### src/hw/rtl/tepf_pkg.sv
// Shared types and constants for the threshold excursion peak finder.
// No dependencies; imported by every module of the block.
`timescale 1ns / 1ps
`default_nettype none

package tepf_pkg;

    localparam int SAMPLE_W       = 13;
    localparam int INDEX_W        = 16;
    localparam int COUNT_W        = 16;
    localparam int MAX_CROSSINGS  = 256;
    localparam int MAX_RECORD_LEN = 65536;
    localparam int CROSS_W        = $clog2(MAX_CROSSINGS + 2);
    localparam int INDEX_LIMIT_I  = (MAX_RECORD_LEN > 65536) ? 65535 : MAX_RECORD_LEN - 1;

    localparam logic [INDEX_W-1:0]  INDEX_LIMIT      = INDEX_W'(INDEX_LIMIT_I);
    localparam logic [COUNT_W-1:0]  COUNT_MAX        = '1;
    localparam logic [CROSS_W-1:0]  CROSS_LIMIT      = CROSS_W'(MAX_CROSSINGS);
    localparam logic [SAMPLE_W-1:0] LOWER_PEAK_START = SAMPLE_W'(5000);

    localparam logic [SAMPLE_W-1:0] UPPER_RESET = SAMPLE_W'(2500);
    localparam logic [SAMPLE_W-1:0] LOWER_RESET = SAMPLE_W'(600);
    localparam logic [COUNT_W-1:0]  MINPT_RESET = '0;

    localparam int CFG_ADDR_W = 2;
    localparam int CFG_DATA_W = 16;
    localparam logic [CFG_ADDR_W-1:0] REG_UPPER_THRESHOLD = 2'd0;
    localparam logic [CFG_ADDR_W-1:0] REG_LOWER_THRESHOLD = 2'd1;
    localparam logic [CFG_ADDR_W-1:0] REG_MIN_POINTS      = 2'd2;

    localparam int FIFO_DEPTH = 4;
    localparam int FIFO_AW    = $clog2(FIFO_DEPTH);
    localparam int FIFO_LW    = $clog2(FIFO_DEPTH + 1);

    localparam int S_TDATA_W = 16;
    localparam int M_TDATA_W = 48;

    typedef struct packed {
        logic [SAMPLE_W-1:0] upper_threshold;
        logic [SAMPLE_W-1:0] lower_threshold;
        logic [COUNT_W-1:0]  min_points;
    } tepf_cfg_t;

    typedef struct packed {
        logic up_open;
        logic up_close;
        logic lo_open;
        logic lo_close;
        logic p_above_u;
        logic c_above_u;
        logic p_below_l;
        logic c_below_l;
    } tepf_flags_t;

    typedef struct packed {
        logic                rec_start;
        logic [SAMPLE_W-1:0] smp;
        logic [SAMPLE_W-1:0] prev;
        logic [INDEX_W-1:0]  base_idx;
        tepf_flags_t         flags;
    } tepf_item_t;

    typedef struct packed {
        logic               full;
        logic               empty;
        logic [FIFO_LW-1:0] level;
    } tepf_fifo_stat_t;

    typedef struct packed {
        logic                upper_open;
        logic                lower_open;
        logic [CROSS_W-1:0]  cross_count;
    } tepf_back_stat_t;

    typedef struct packed {
        logic                polarity;
        logic [INDEX_W-1:0]  start_index;
        logic [INDEX_W-1:0]  end_index;
        logic [SAMPLE_W-1:0] peak_value;
    } tepf_result_t;

endpackage

`default_nettype wire

### src/hw/rtl/tepf_front.sv
// Front end: accepts samples, tracks record index and previous sample,
// classifies threshold crossings. Depends on tepf_pkg.
`timescale 1ns / 1ps
`default_nettype none

module tepf_front (
    input  wire logic                          aclk,
    input  wire logic                          aresetn,
    input  wire tepf_pkg::tepf_cfg_t           cfg,
    input  wire logic                          in_valid,
    input  wire logic [tepf_pkg::SAMPLE_W-1:0] in_sample,
    input  wire logic                          in_rec_start,
    input  wire logic                          q_full,
    output logic                               in_ready,
    output logic                               q_push,
    output tepf_pkg::tepf_item_t               q_item
);
    import tepf_pkg::*;

    logic [SAMPLE_W-1:0] prev_reg, prev_next;
    logic                have_prev_reg, have_prev_next;
    logic [INDEX_W-1:0]  index_reg, index_next;
    logic                accept;
    logic                start;
    logic [SAMPLE_W-1:0] u, l, c, p;

    assign in_ready = !q_full;
    assign accept   = in_valid && !q_full;
    assign start    = in_rec_start || !have_prev_reg;
    assign u        = cfg.upper_threshold;
    assign l        = cfg.lower_threshold;
    assign c        = in_sample;
    assign p        = prev_reg;

    always_comb begin
        prev_next      = prev_reg;
        have_prev_next = have_prev_reg;
        index_next     = index_reg;
        q_push         = 1'b0;
        if (accept) begin
            if (start) begin
                prev_next      = c;
                have_prev_next = 1'b1;
                index_next     = '0;
                q_push         = 1'b1;
            end else if (index_reg < INDEX_LIMIT) begin
                prev_next  = c;
                index_next = index_reg + INDEX_W'(1);
                q_push     = 1'b1;
            end
        end
    end

    always_comb begin
        q_item                 = '0;
        q_item.rec_start       = start;
        q_item.smp             = c;
        q_item.prev            = p;
        q_item.base_idx        = index_reg;
        q_item.flags.up_open   = (p < u) && (c >= u);
        q_item.flags.up_close  = (p >= u) && (c < u);
        q_item.flags.lo_open   = (p > l) && (c <= l);
        q_item.flags.lo_close  = (p <= l) && (c > l);
        q_item.flags.p_above_u = p > u;
        q_item.flags.c_above_u = c > u;
        q_item.flags.p_below_l = p < l;
        q_item.flags.c_below_l = c < l;
    end

    always_ff @(posedge aclk) begin
        if (!aresetn) begin
            prev_reg      <= '0;
            have_prev_reg <= 1'b0;
            index_reg     <= '0;
        end else begin
            prev_reg      <= prev_next;
            have_prev_reg <= have_prev_next;
            index_reg     <= index_next;
        end
    end

endmodule

`default_nettype wire

### src/hw/rtl/tepf_fifo.sv
// Short request queue between front and back ends, flip-flop storage.
// Depends on tepf_pkg.
`timescale 1ns / 1ps
`default_nettype none

module tepf_fifo (
    input  wire logic                 aclk,
    input  wire logic                 aresetn,
    input  wire logic                 push,
    input  wire tepf_pkg::tepf_item_t push_item,
    input  wire logic                 pop,
    output tepf_pkg::tepf_item_t      pop_item,
    output tepf_pkg::tepf_fifo_stat_t stat
);
    import tepf_pkg::*;

    tepf_item_t          mem_reg [FIFO_DEPTH];
    logic [FIFO_AW-1:0]  wr_ptr_reg, wr_ptr_next;
    logic [FIFO_AW-1:0]  rd_ptr_reg, rd_ptr_next;
    logic [FIFO_LW-1:0]  level_reg, level_next;
    logic                do_push, do_pop;

    assign stat.full  = level_reg == FIFO_LW'(FIFO_DEPTH);
    assign stat.empty = level_reg == '0;
    assign stat.level = level_reg;
    assign pop_item   = mem_reg[rd_ptr_reg];
    assign do_push    = push && !stat.full;
    assign do_pop     = pop && !stat.empty;

    always_comb begin
        wr_ptr_next = wr_ptr_reg;
        rd_ptr_next = rd_ptr_reg;
        level_next  = level_reg;
        if (do_push) begin
            wr_ptr_next = (wr_ptr_reg == FIFO_AW'(FIFO_DEPTH - 1)) ? '0
                        : wr_ptr_reg + FIFO_AW'(1);
        end
        if (do_pop) begin
            rd_ptr_next = (rd_ptr_reg == FIFO_AW'(FIFO_DEPTH - 1)) ? '0
                        : rd_ptr_reg + FIFO_AW'(1);
        end
        if (do_push && !do_pop) begin
            level_next = level_reg + FIFO_LW'(1);
        end else if (do_pop && !do_push) begin
            level_next = level_reg - FIFO_LW'(1);
        end
    end

    always_ff @(posedge aclk) begin
        if (do_push) begin
            mem_reg[wr_ptr_reg] <= push_item;
        end
    end

    always_ff @(posedge aclk) begin
        if (!aresetn) begin
            wr_ptr_reg <= '0;
            rd_ptr_reg <= '0;
            level_reg  <= '0;
        end else begin
            wr_ptr_reg <= wr_ptr_next;
            rd_ptr_reg <= rd_ptr_next;
            level_reg  <= level_next;
        end
    end

endmodule

`default_nettype wire

### src/hw/rtl/tepf_back.sv
// Back end: excursion state, point count, running peak, crossing limit and
// the result output register. Depends on tepf_pkg.
`timescale 1ns / 1ps
`default_nettype none

module tepf_back (
    input  wire logic                 aclk,
    input  wire logic                 aresetn,
    input  wire tepf_pkg::tepf_cfg_t  cfg,
    input  wire logic                 q_empty,
    input  wire tepf_pkg::tepf_item_t q_item,
    output logic                      q_pop,
    output logic                      res_valid,
    input  wire logic                 res_ready,
    output tepf_pkg::tepf_result_t    res,
    output tepf_pkg::tepf_back_stat_t stat
);
    import tepf_pkg::*;

    logic                uo_reg, uo_next;
    logic                lo_reg, lo_next;
    logic [INDEX_W-1:0]  oi_reg, oi_next;
    logic [COUNT_W-1:0]  cnt_reg, cnt_next;
    logic [SAMPLE_W-1:0] pk_reg, pk_next;
    logic [CROSS_W-1:0]  cc_reg, cc_next;
    logic                out_valid_reg, out_valid_next;
    tepf_result_t        out_reg, out_next;

    logic                out_ready;
    logic                emit;
    logic                closing;
    logic [COUNT_W-1:0]  cnt_a;
    logic [SAMPLE_W-1:0] pk_a;
    logic [SAMPLE_W-1:0] hi_pc, lo_pc;
    tepf_flags_t         f;
    logic [SAMPLE_W-1:0] c, p;

    assign out_ready = !out_valid_reg || res_ready;
    assign q_pop     = !q_empty && out_ready;
    assign f         = q_item.flags;
    assign c         = q_item.smp;
    assign p         = q_item.prev;
    assign hi_pc     = (c > p) ? c : p;
    assign lo_pc     = (c < p) ? c : p;

    always_comb begin
        cnt_a = cnt_reg;
        pk_a  = pk_reg;
        if (uo_reg) begin
            if (f.c_above_u && cnt_reg != COUNT_MAX) begin
                cnt_a = cnt_reg + COUNT_W'(1);
            end
            if (c > pk_reg) begin
                pk_a = c;
            end
        end else if (lo_reg) begin
            if (f.c_below_l && cnt_reg != COUNT_MAX) begin
                cnt_a = cnt_reg + COUNT_W'(1);
            end
            if (c < pk_reg) begin
                pk_a = c;
            end
        end
    end

    assign closing = (uo_reg && f.up_close) || (lo_reg && f.lo_close);

    always_comb begin
        uo_next  = uo_reg;
        lo_next  = lo_reg;
        oi_next  = oi_reg;
        cnt_next = cnt_reg;
        pk_next  = pk_reg;
        cc_next  = cc_reg;
        emit     = 1'b0;
        out_next = out_reg;
        if (q_pop) begin
            if (q_item.rec_start) begin
                uo_next  = 1'b0;
                lo_next  = 1'b0;
                oi_next  = '0;
                cnt_next = '0;
                pk_next  = '0;
                cc_next  = '0;
            end else if (cc_reg < CROSS_LIMIT) begin
                cnt_next = cnt_a;
                pk_next  = pk_a;
                if (closing) begin
                    emit                 = cnt_a > cfg.min_points;
                    out_next.polarity    = uo_reg;
                    out_next.start_index = oi_reg;
                    out_next.end_index   = q_item.base_idx + INDEX_W'(1);
                    out_next.peak_value  = pk_a;
                    uo_next              = 1'b0;
                    lo_next              = 1'b0;
                    cc_next              = cc_reg + CROSS_W'(1);
                end
                if (closing || (!uo_reg && !lo_reg)) begin
                    if (f.up_open) begin
                        uo_next  = 1'b1;
                        lo_next  = 1'b0;
                        oi_next  = q_item.base_idx;
                        cnt_next = COUNT_W'(f.p_above_u) + COUNT_W'(f.c_above_u);
                        pk_next  = hi_pc;
                        cc_next  = cc_reg + (closing ? CROSS_W'(2) : CROSS_W'(1));
                    end else if (f.lo_open) begin
                        uo_next  = 1'b0;
                        lo_next  = 1'b1;
                        oi_next  = q_item.base_idx;
                        cnt_next = COUNT_W'(f.p_below_l) + COUNT_W'(f.c_below_l);
                        pk_next  = (lo_pc < LOWER_PEAK_START) ? lo_pc : LOWER_PEAK_START;
                        cc_next  = cc_reg + (closing ? CROSS_W'(2) : CROSS_W'(1));
                    end
                end
            end
        end
        out_valid_next = out_ready ? emit : out_valid_reg;
        if (!emit) begin
            out_next = out_reg;
        end
    end

    always_ff @(posedge aclk) begin
        out_reg <= out_next;
        oi_reg  <= oi_next;
        cnt_reg <= cnt_next;
        pk_reg  <= pk_next;
    end

    always_ff @(posedge aclk) begin
        if (!aresetn) begin
            uo_reg        <= 1'b0;
            lo_reg        <= 1'b0;
            cc_reg        <= '0;
            out_valid_reg <= 1'b0;
        end else begin
            uo_reg        <= uo_next;
            lo_reg        <= lo_next;
            cc_reg        <= cc_next;
            out_valid_reg <= out_valid_next;
        end
    end

    assign res_valid        = out_valid_reg;
    assign res              = out_reg;
    assign stat.upper_open  = uo_reg;
    assign stat.lower_open  = lo_reg;
    assign stat.cross_count = cc_reg;

endmodule

`default_nettype wire

### src/hw/rtl/threshold_excursion_peak_finder_core.sv
// Top level of the threshold excursion peak finder: configuration registers,
// front end, request queue and back end. Depends on tepf_pkg, tepf_front,
// tepf_fifo and tepf_back.
//
//   channel  direction  handshake          payload
//   s_       in         s_tvalid/s_tready  s_tdata: sample; s_tuser: record_start
//   m_       out        m_tvalid/m_tready  m_tdata: start/end index, peak; m_tuser: polarity
//   cfg_     in         cfg_wr_en          cfg_addr, cfg_wr_data
//
// One sample per cycle sustained while the queue has room. A sample's result passes
// through the queue entry and then the output register: the front classifies in the
// accepting cycle and writes the queue, the back pops the request once the output register is free and loads it.
// s_tready drops only while the four-entry queue is full; the back holds the queue
// while a result waits in the output register and m_tready is low.
// Reset (synchronous, aresetn low) restores the register defaults and clears the open
// flags, crossing count, output valid and the front's index and previous sample; no clearing pass follows.
`timescale 1ns / 1ps
`default_nettype none

module threshold_excursion_peak_finder_core (
    input  wire logic                              aclk,
    input  wire logic                              aresetn,
    input  wire logic                              s_tvalid,
    output logic                                   s_tready,
    input  wire logic [tepf_pkg::S_TDATA_W-1:0]    s_tdata,     // [12:0] sample
    input  wire logic                              s_tuser,     // [0] record_start
    output logic                                   m_tvalid,
    input  wire logic                              m_tready,
    output logic [tepf_pkg::M_TDATA_W-1:0]         m_tdata,     // [15:0] start_index,
                                                                // [31:16] end_index,
                                                                // [44:32] peak_value
    output logic                                   m_tuser,     // [0] polarity
    input  wire logic                              cfg_wr_en,
    input  wire logic [tepf_pkg::CFG_ADDR_W-1:0]   cfg_addr,
    input  wire logic [tepf_pkg::CFG_DATA_W-1:0]   cfg_wr_data
);
    import tepf_pkg::*;

    tepf_cfg_t       cfg_reg, cfg_next;
    logic            q_push;
    tepf_item_t      push_item;
    tepf_item_t      pop_item;
    logic            q_pop;
    tepf_fifo_stat_t fifo_stat;
    tepf_back_stat_t back_stat;
    tepf_result_t    res;

    always_comb begin
        cfg_next = cfg_reg;
        if (cfg_wr_en) begin
            unique case (cfg_addr)
                REG_UPPER_THRESHOLD: cfg_next.upper_threshold = cfg_wr_data[SAMPLE_W-1:0];
                REG_LOWER_THRESHOLD: cfg_next.lower_threshold = cfg_wr_data[SAMPLE_W-1:0];
                REG_MIN_POINTS:      cfg_next.min_points      = cfg_wr_data[COUNT_W-1:0];
                default:             cfg_next = cfg_reg;
            endcase
        end
    end

    always_ff @(posedge aclk) begin
        if (!aresetn) begin
            cfg_reg.upper_threshold <= UPPER_RESET;
            cfg_reg.lower_threshold <= LOWER_RESET;
            cfg_reg.min_points      <= MINPT_RESET;
        end else begin
            cfg_reg <= cfg_next;
        end
    end

    tepf_front u_front (
        .aclk         (aclk),
        .aresetn      (aresetn),
        .cfg          (cfg_reg),
        .in_valid     (s_tvalid),
        .in_sample    (s_tdata[SAMPLE_W-1:0]),
        .in_rec_start (s_tuser),
        .q_full       (fifo_stat.full),
        .in_ready     (s_tready),
        .q_push       (q_push),
        .q_item       (push_item)
    );

    tepf_fifo u_fifo (
        .aclk      (aclk),
        .aresetn   (aresetn),
        .push      (q_push),
        .push_item (push_item),
        .pop       (q_pop),
        .pop_item  (pop_item),
        .stat      (fifo_stat)
    );

    tepf_back u_back (
        .aclk      (aclk),
        .aresetn   (aresetn),
        .cfg       (cfg_reg),
        .q_empty   (fifo_stat.empty),
        .q_item    (pop_item),
        .q_pop     (q_pop),
        .res_valid (m_tvalid),
        .res_ready (m_tready),
        .res       (res),
        .stat      (back_stat)
    );

    assign m_tuser = res.polarity;
    assign m_tdata = {3'b000, res.peak_value, res.end_index, res.start_index};

    a_one_open: assert property (@(posedge aclk) disable iff (!aresetn)
        !(back_stat.upper_open && back_stat.lower_open))
        else $error("upper and lower excursion open together");

    a_fifo_level: assert property (@(posedge aclk) disable iff (!aresetn)
        fifo_stat.level <= FIFO_LW'(FIFO_DEPTH))
        else $error("request queue level out of range");

    a_index_order: assert property (@(posedge aclk) disable iff (!aresetn)
        m_tvalid |-> (m_tdata[31:16] > m_tdata[15:0]))
        else $error("result end index not after start index");

    a_result_source: assert property (@(posedge aclk) disable iff (!aresetn)
        $rose(m_tvalid) |-> $past(q_pop))
        else $error("result without a dequeued request");

    a_cross_bound: assert property (@(posedge aclk) disable iff (!aresetn)
        back_stat.cross_count <= CROSS_W'(MAX_CROSSINGS + 1))
        else $error("crossing count beyond limit");

endmodule

`default_nettype wire
### config.mk
export PLATFORM = sky130hd
export DESIGN_NAME = threshold_excursion_peak_finder_core
export DESIGN_NICKNAME = d
export VERILOG_FILES = /design/src/hw/rtl/tepf_pkg.sv /design/src/hw/rtl/tepf_front.sv /design/src/hw/rtl/tepf_fifo.sv /design/src/hw/rtl/tepf_back.sv /design/src/hw/rtl/threshold_excursion_peak_finder_core.sv
export SDC_FILE = /design/constraint.sdc
export NUM_CORES = 1
export LEC_CHECK = 0
export BUFFER_PORTS_ARGS = -buffer_cell sky130_fd_sc_hd__buf_4
export CORE_MARGIN = 5
export CORE_UTILIZATION = 45
export CTS_CLUSTER_SIZE = 14
export DETAILED_ROUTE_END_ITERATION = 8
export GPL_TIMING_DRIVEN = 0
export PLACE_DENSITY = 0.65
export SETUP_SLACK_MARGIN = 0.4
export SLEW_MARGIN = 20
export SYNTH_ARGS = -nofsm -noshare
export SYNTH_HDL_FRONTEND = slang
export SYNTH_SLANG_ARGS = --single-unit
### constraint.sdc
create_clock -name aclk -period 5.8 [get_ports aclk]
set_input_delay 0 -clock aclk [delete_from_list [all_inputs] [get_ports aclk]]
set_output_delay 0 -clock aclk [all_outputs]
set_load 0.03 [all_outputs]
# Word level (Yosys, flattened, before mapping)
# Memories as Yosys holds them, arrays and structs flattened. A register that Yosys moved wholly into a read port is not among the register bits.
# Cells that the tools add are included.
[totals] in_bits=40 ram_bits=204 ff_bits=182 mem_count=1 out_inout_bits=51 word_cells=162
[classes] n_bitwise=1 n_addsub=11 n_mux=61 order_cmp=20 n_reduce_logical=42 eq_ne=6
[memory_table] name="u_fifo.mem_reg" words=4 width=51 read_ports=1 rd_clocked_by_memory_dff=1 write_ports=1 line="tepf_fifo.sv:17" rtl="tepf_item_t mem_reg [FIFO_DEPTH];"
[op_table] operator="$mux W16" n=14
[op_table] operator="$mux W13" n=13
[op_table] operator="$gt A13 B13 Y1" n=6
[op_table] operator="$lt A13 B13 Y1" n=6
[op_table] operator="$mux W9" n=6
[op_table] operator="$add A16 B1 Y16 const B" n=3
[op_table] operator="$ge A13 B13 Y1" n=2
[op_table] operator="$le A13 B13 Y1" n=2
[op_table] operator="$mux W1" n=21
[op_table] operator="$gt A16 B16 Y1" n=1
[op_table] operator="$lt A16 B16 Y1 const B" n=1
[op_table] operator="$ne A16 B16 Y1 const B" n=1
[op_table] operator="$logic_and A1 B1 Y1" n=15
[op_table] operator="$lt A13 B13 Y1 const B" n=1
[op_table] operator="$reduce_and A2 Y1" n=6
[op_table] operator="$mux W2" n=5
[op_table] operator="$add A9 B1 Y9 const B" n=1
[op_table] operator="$add A9 B9 Y9" n=1
[op_table] operator="$lt A9 B9 Y1 const B" n=1
[op_table] operator="$logic_not A1 Y1" n=8
[op_table] operator="$reduce_bool A2 Y1" n=4
[op_table] operator="$eq A2 B2 Y1 const B" n=3
[op_table] operator="$mux W3" n=2
[op_table] operator="$reduce_and A5 Y1" n=1
[op_table] operator="12 further kinds" n=17

# Logic depth before layout (Yosys ltp)
[logic_depth] depth_word=11 depth_mapped=18 depth_no_buf=15

# By module
# A second synthesis with hierarchy kept.
[hier_totals] cells_unflattened=1413 area_unflattened_um2=18536.5
[by_module_without_submodules] mod="tepf_fifo" n_inst=1 area_each_um2=7898.8 seq_area_each_um2=6306.0 cells_per_inst=318
[by_module_without_submodules] mod="tepf_back" n_inst=1 area_each_um2=6063.3 seq_area_each_um2=2972.9 cells_per_inst=569
[by_module_without_submodules] mod="tepf_front" n_inst=1 area_each_um2=2827.7 seq_area_each_um2=600.6 cells_per_inst=353
[by_module_without_submodules] mod="threshold_excursion_peak_finder_core" n_inst=1 area_each_um2=1746.7 seq_area_each_um2=840.8 cells_per_inst=173

# Least setup slack after synthesis
# Ideal clock, no wire load.
[synth_timing] kind="register to register" startpoint="register with a tool-made name" endpoint="register u_back.out_reg, in the netlist u_back.res[0], enable pin" setup_time_ps=407 path_slack_ps=1450 n_path_buf=3 path_stages_with_launch=16 arrival_ps=3942 period_less_slack_ps=4350 path_cell_list="dfxtp_1 > buf_6 > buf_12 > mux4_2 > a22o_1 > o21a_1 > buf_2 > and4_4 > nand3_2 > nor3_1 > xnor2_1 > ha_1 > nand3_1 > nor3_1 > a21boi_0 > o21a_1"
[synth_lines] element="end signal: assignment" line="tepf_back.sv:124" rtl="out_reg <= out_next;"
[synth_lines] element="end: declaration" line="tepf_back.sv:27" rtl="tepf_result_t out_reg, out_next;"

==> results.md <==
* Status: finished, final reports clean
* Adder-Cell Fraction of Synth Area at 7.64%
* Largest net degree at the start of global routing at 48
* Synth Register Bits at about 390
* Worst Hold Launch: s_tdata[4]
* Global-route usage over all layers at approximately 18%
* Overflow after GRT at 0
* CTS Buf Count at ~40
* Sink Count at just under 400
* Hold Slack at between 200 and 250 ps
* Synth cell types at 83
* Nets@finish at ~1700
* N_diodes at 0
* Metal3 WL at roughly 2100 um
* Largest register FFs at 204
* Die Area at roughly 45000 um2
* Via count at 11500
* Met2 WL at between 15000 and 20000 um
* Mux contribution to synthesized area at between 8 and 9%
* Post-route DRC violation count at 0
* Port Buffers at 84
* HPWL after DPL at 29200 um
* Share of flip-flops with an asynchronous set or reset at 0%
* Clock Latency Late Sink at just under 600 ps
* PwrDens at 464 nW/um2
* Starting Density at approximately 46%
* XOR/XNOR share of the synthesized area at under 10%
* H-tree levels at 2
* Final setup TNS at 0 ps
* Worst hold path depth at 2
* Syn. warnings at 0
* Die Span X at approximately 210 um
* Worst Max-Slew Pin Slew at about 780 ps
* Wl on met1 at roughly 18000 um
* Root Buffer Master: clkbuf_16
* Most frequent cells after synthesis: edfxtp_1 (295), nand2_1 (131), ha_1 (108)
* CP endpoint kind: register
* Unrepaired setup endpoints after global routing: no
* # setup viols final at 0
* Yosys top cell by area: edfxtp_1
* Compound-Gate Fraction of Synth Area at slightly above 8%
* # IOs at 91
* R2r worst-path depth at 16
* Cell count after synthesis at 1375
* Number of global-route vias before repair at about 11000
* Layout cells sized above 1 at between 10% and 20%
* Placer Congestion at between 0.8 and 0.9
* Post-synth top area share at 48.6%
* Global-route wire length before repair at around 63000 um
* Most common cell in the netlist: edfxtp_1
* Clock transition at path regs at 60 ps
* Cell Rows at 73
* Crit share post-route at 84.2%
* Fin. Hold Viols at 0
* Largest family of logic cells by synthesized area: simple AND/OR/NAND/NOR gates
* Synthesis-to-finish area growth at 17.3%
* Top cells by area, synth: edfxtp_1 (49%), dfxtp_1 (10%), ha_1 (7.4%), mux4_2 (4.1%), nand2_1 (2.7%)
* Die Y at 211 um
* Initial drt markers at about 700
* Post-synth top flop: edfxtp_1
* WS Path Type: reg2reg
* CTS tree: done
* CP Launch Type: register
* DR top layer: met4
* WL final at roughly 40000 um
* Antenna viol nets, final at 0
* Max VDD drop at ~0.00026 V
* Maxcap violations at 0
* Worst Path Max Fanout at 10
* Initial antenna violation count at 0
* Pleak at approximately 8 nW
* Cts repair resizes at 0
* Finished Cell Area at about 21000 um2
* Tot Pwr at slightly below 0.01 W
* Clock Path Buffers at 3
* Post-DP Area at between 15000 and 20000 um2
* WP data required at ~6100 ps
* Core footprint at ~40000 um2
* Synth Area in Simple Gates at 10.7%
* Number of synthesized flops with an enable pin at just under 300
* Drt first pass iters at 8
* Min Tclk post-route at just under 5000 ps
* Average wire per standard cell at 19.2 um
* Post-Syn Area at 18200 um2
* Fmax at 0.205 GHz
* Skew final at roughly 18 ps
* Max_slew headroom at 48.2%
* Via-to-Cell Ratio at about 5.5
* Seq/Total Area, Yosys at about three fifths
* Max-slew violation count at 0
* Worst Hold Class: in2reg
* Syn Area/Cell at 13.3 um2
* WP data arrival at approximately 5200 ps
## report_power, final
part / internal [W] / switching, W / total (W) / leakage (nW)
sequential: 0.00352 / 0.000171 / 0.00369 / 3.58
combinational: 0.00152 / 0.00203 / 0.00356 / 3.72
clock: 0.00155 / 0.00110 / 0.00266 / 0.668
total: 0.00659 / 0.00331 / 0.00990 / 7.97
## layout make-up
type                            count  area [um2]
Inverter                           89         334
Sequential cell                   388       10700
Fill cell                        3301       18500
Multi-Input combinational cell    847        6830
Clock buffer                       54        1110
Buffer                             53         365
Clock inverter                     21         265
Timing Repair Buffer              125        1080
Tap cell                          525         657
## cells by family after synthesis
logic type / after synthesis
buf+inv: 142
xor+xnor: 43
fa+ha+maj: 110
flops: 388
compound gates: 218
simple gates: 388
mux: 85
other cells: 1
## stage by stage
step | setup WS [ps] | utilization, % | std cells
finish | 916 | 53.5 | 2102
global route | 538 | 53.5 | 2102
CTS | 837 | 53.5 | 2102
detailed placement | 872 | 49.1 | 1990
global placement | 327 | 48.9 | 1986
floorplan | 1450 | - | 1377
## cells in the final DEF (no fill, tap or decap), types with 18 or more instances in the layout
master / netlist / final
a21boi_0: 38 / 38
nand4_1: 19 / 19
clkbuf_1: 24 / 33
nand2_1: 131 / 131
clkbuf_16: 0 / 41
nor2_1: 44 / 43
o21ai_0: 24 / 24
edfxtp_1: 295 / 295
xor2_1: 21 / 21
dlygate4sd3_1: 0 / 37
nand3_1: 65 / 65
ha_1: 108 / 108
inv_1: 87 / 86
mux4_2: 33 / 33
xnor2_1: 22 / 22
buf_4: 4 / 88
nor2b_1: 50 / 50
a21oi_1: 51 / 51
dfxtp_1: 93 / 93
mux4_1: 18 / 18
mux2_2: 18 / 18
## what timing repair did
item                                   CTS  global route
hold buffers                            37             0
endpoints found under the hold margin  119             0
buffers inserted                         0             0
## path summary, 6_finish.rpt
check | slack [ps] | end
hold reg to reg | 420 | u_back.res[36]
hold / removal | 240 | u_fifo.mem_reg[0][41]
setup / recovery | 920 | u_back.pk_reg[2]
setup reg to reg | 920 | u_back.pk_reg[2]
## critical path, cell delays in order (launching register included)
cell and delay, ps:
dfxtp_1 330, buf_6 150, buf_12 160, buf_6 190, buf_4 260, buf_2 400
mux4_1 760, ha_1 340, o21ai_0 160, a21oi_1 60, nor3_1 170, o21ai_0 150
a21oi_2 290, mux2i_1 350, clkbuf_8 250, mux2_2 360, a31o_1 210
## per-layer routing
layer  global-route usage (%)  up-vias
met4                     5.81        0
met5                        0        -
li1                         -     5492
met2                     29.5      283
met3                     2.97       64
met1                     25.3     5656
No activity file was read; power rests on OpenSTA's default activity.
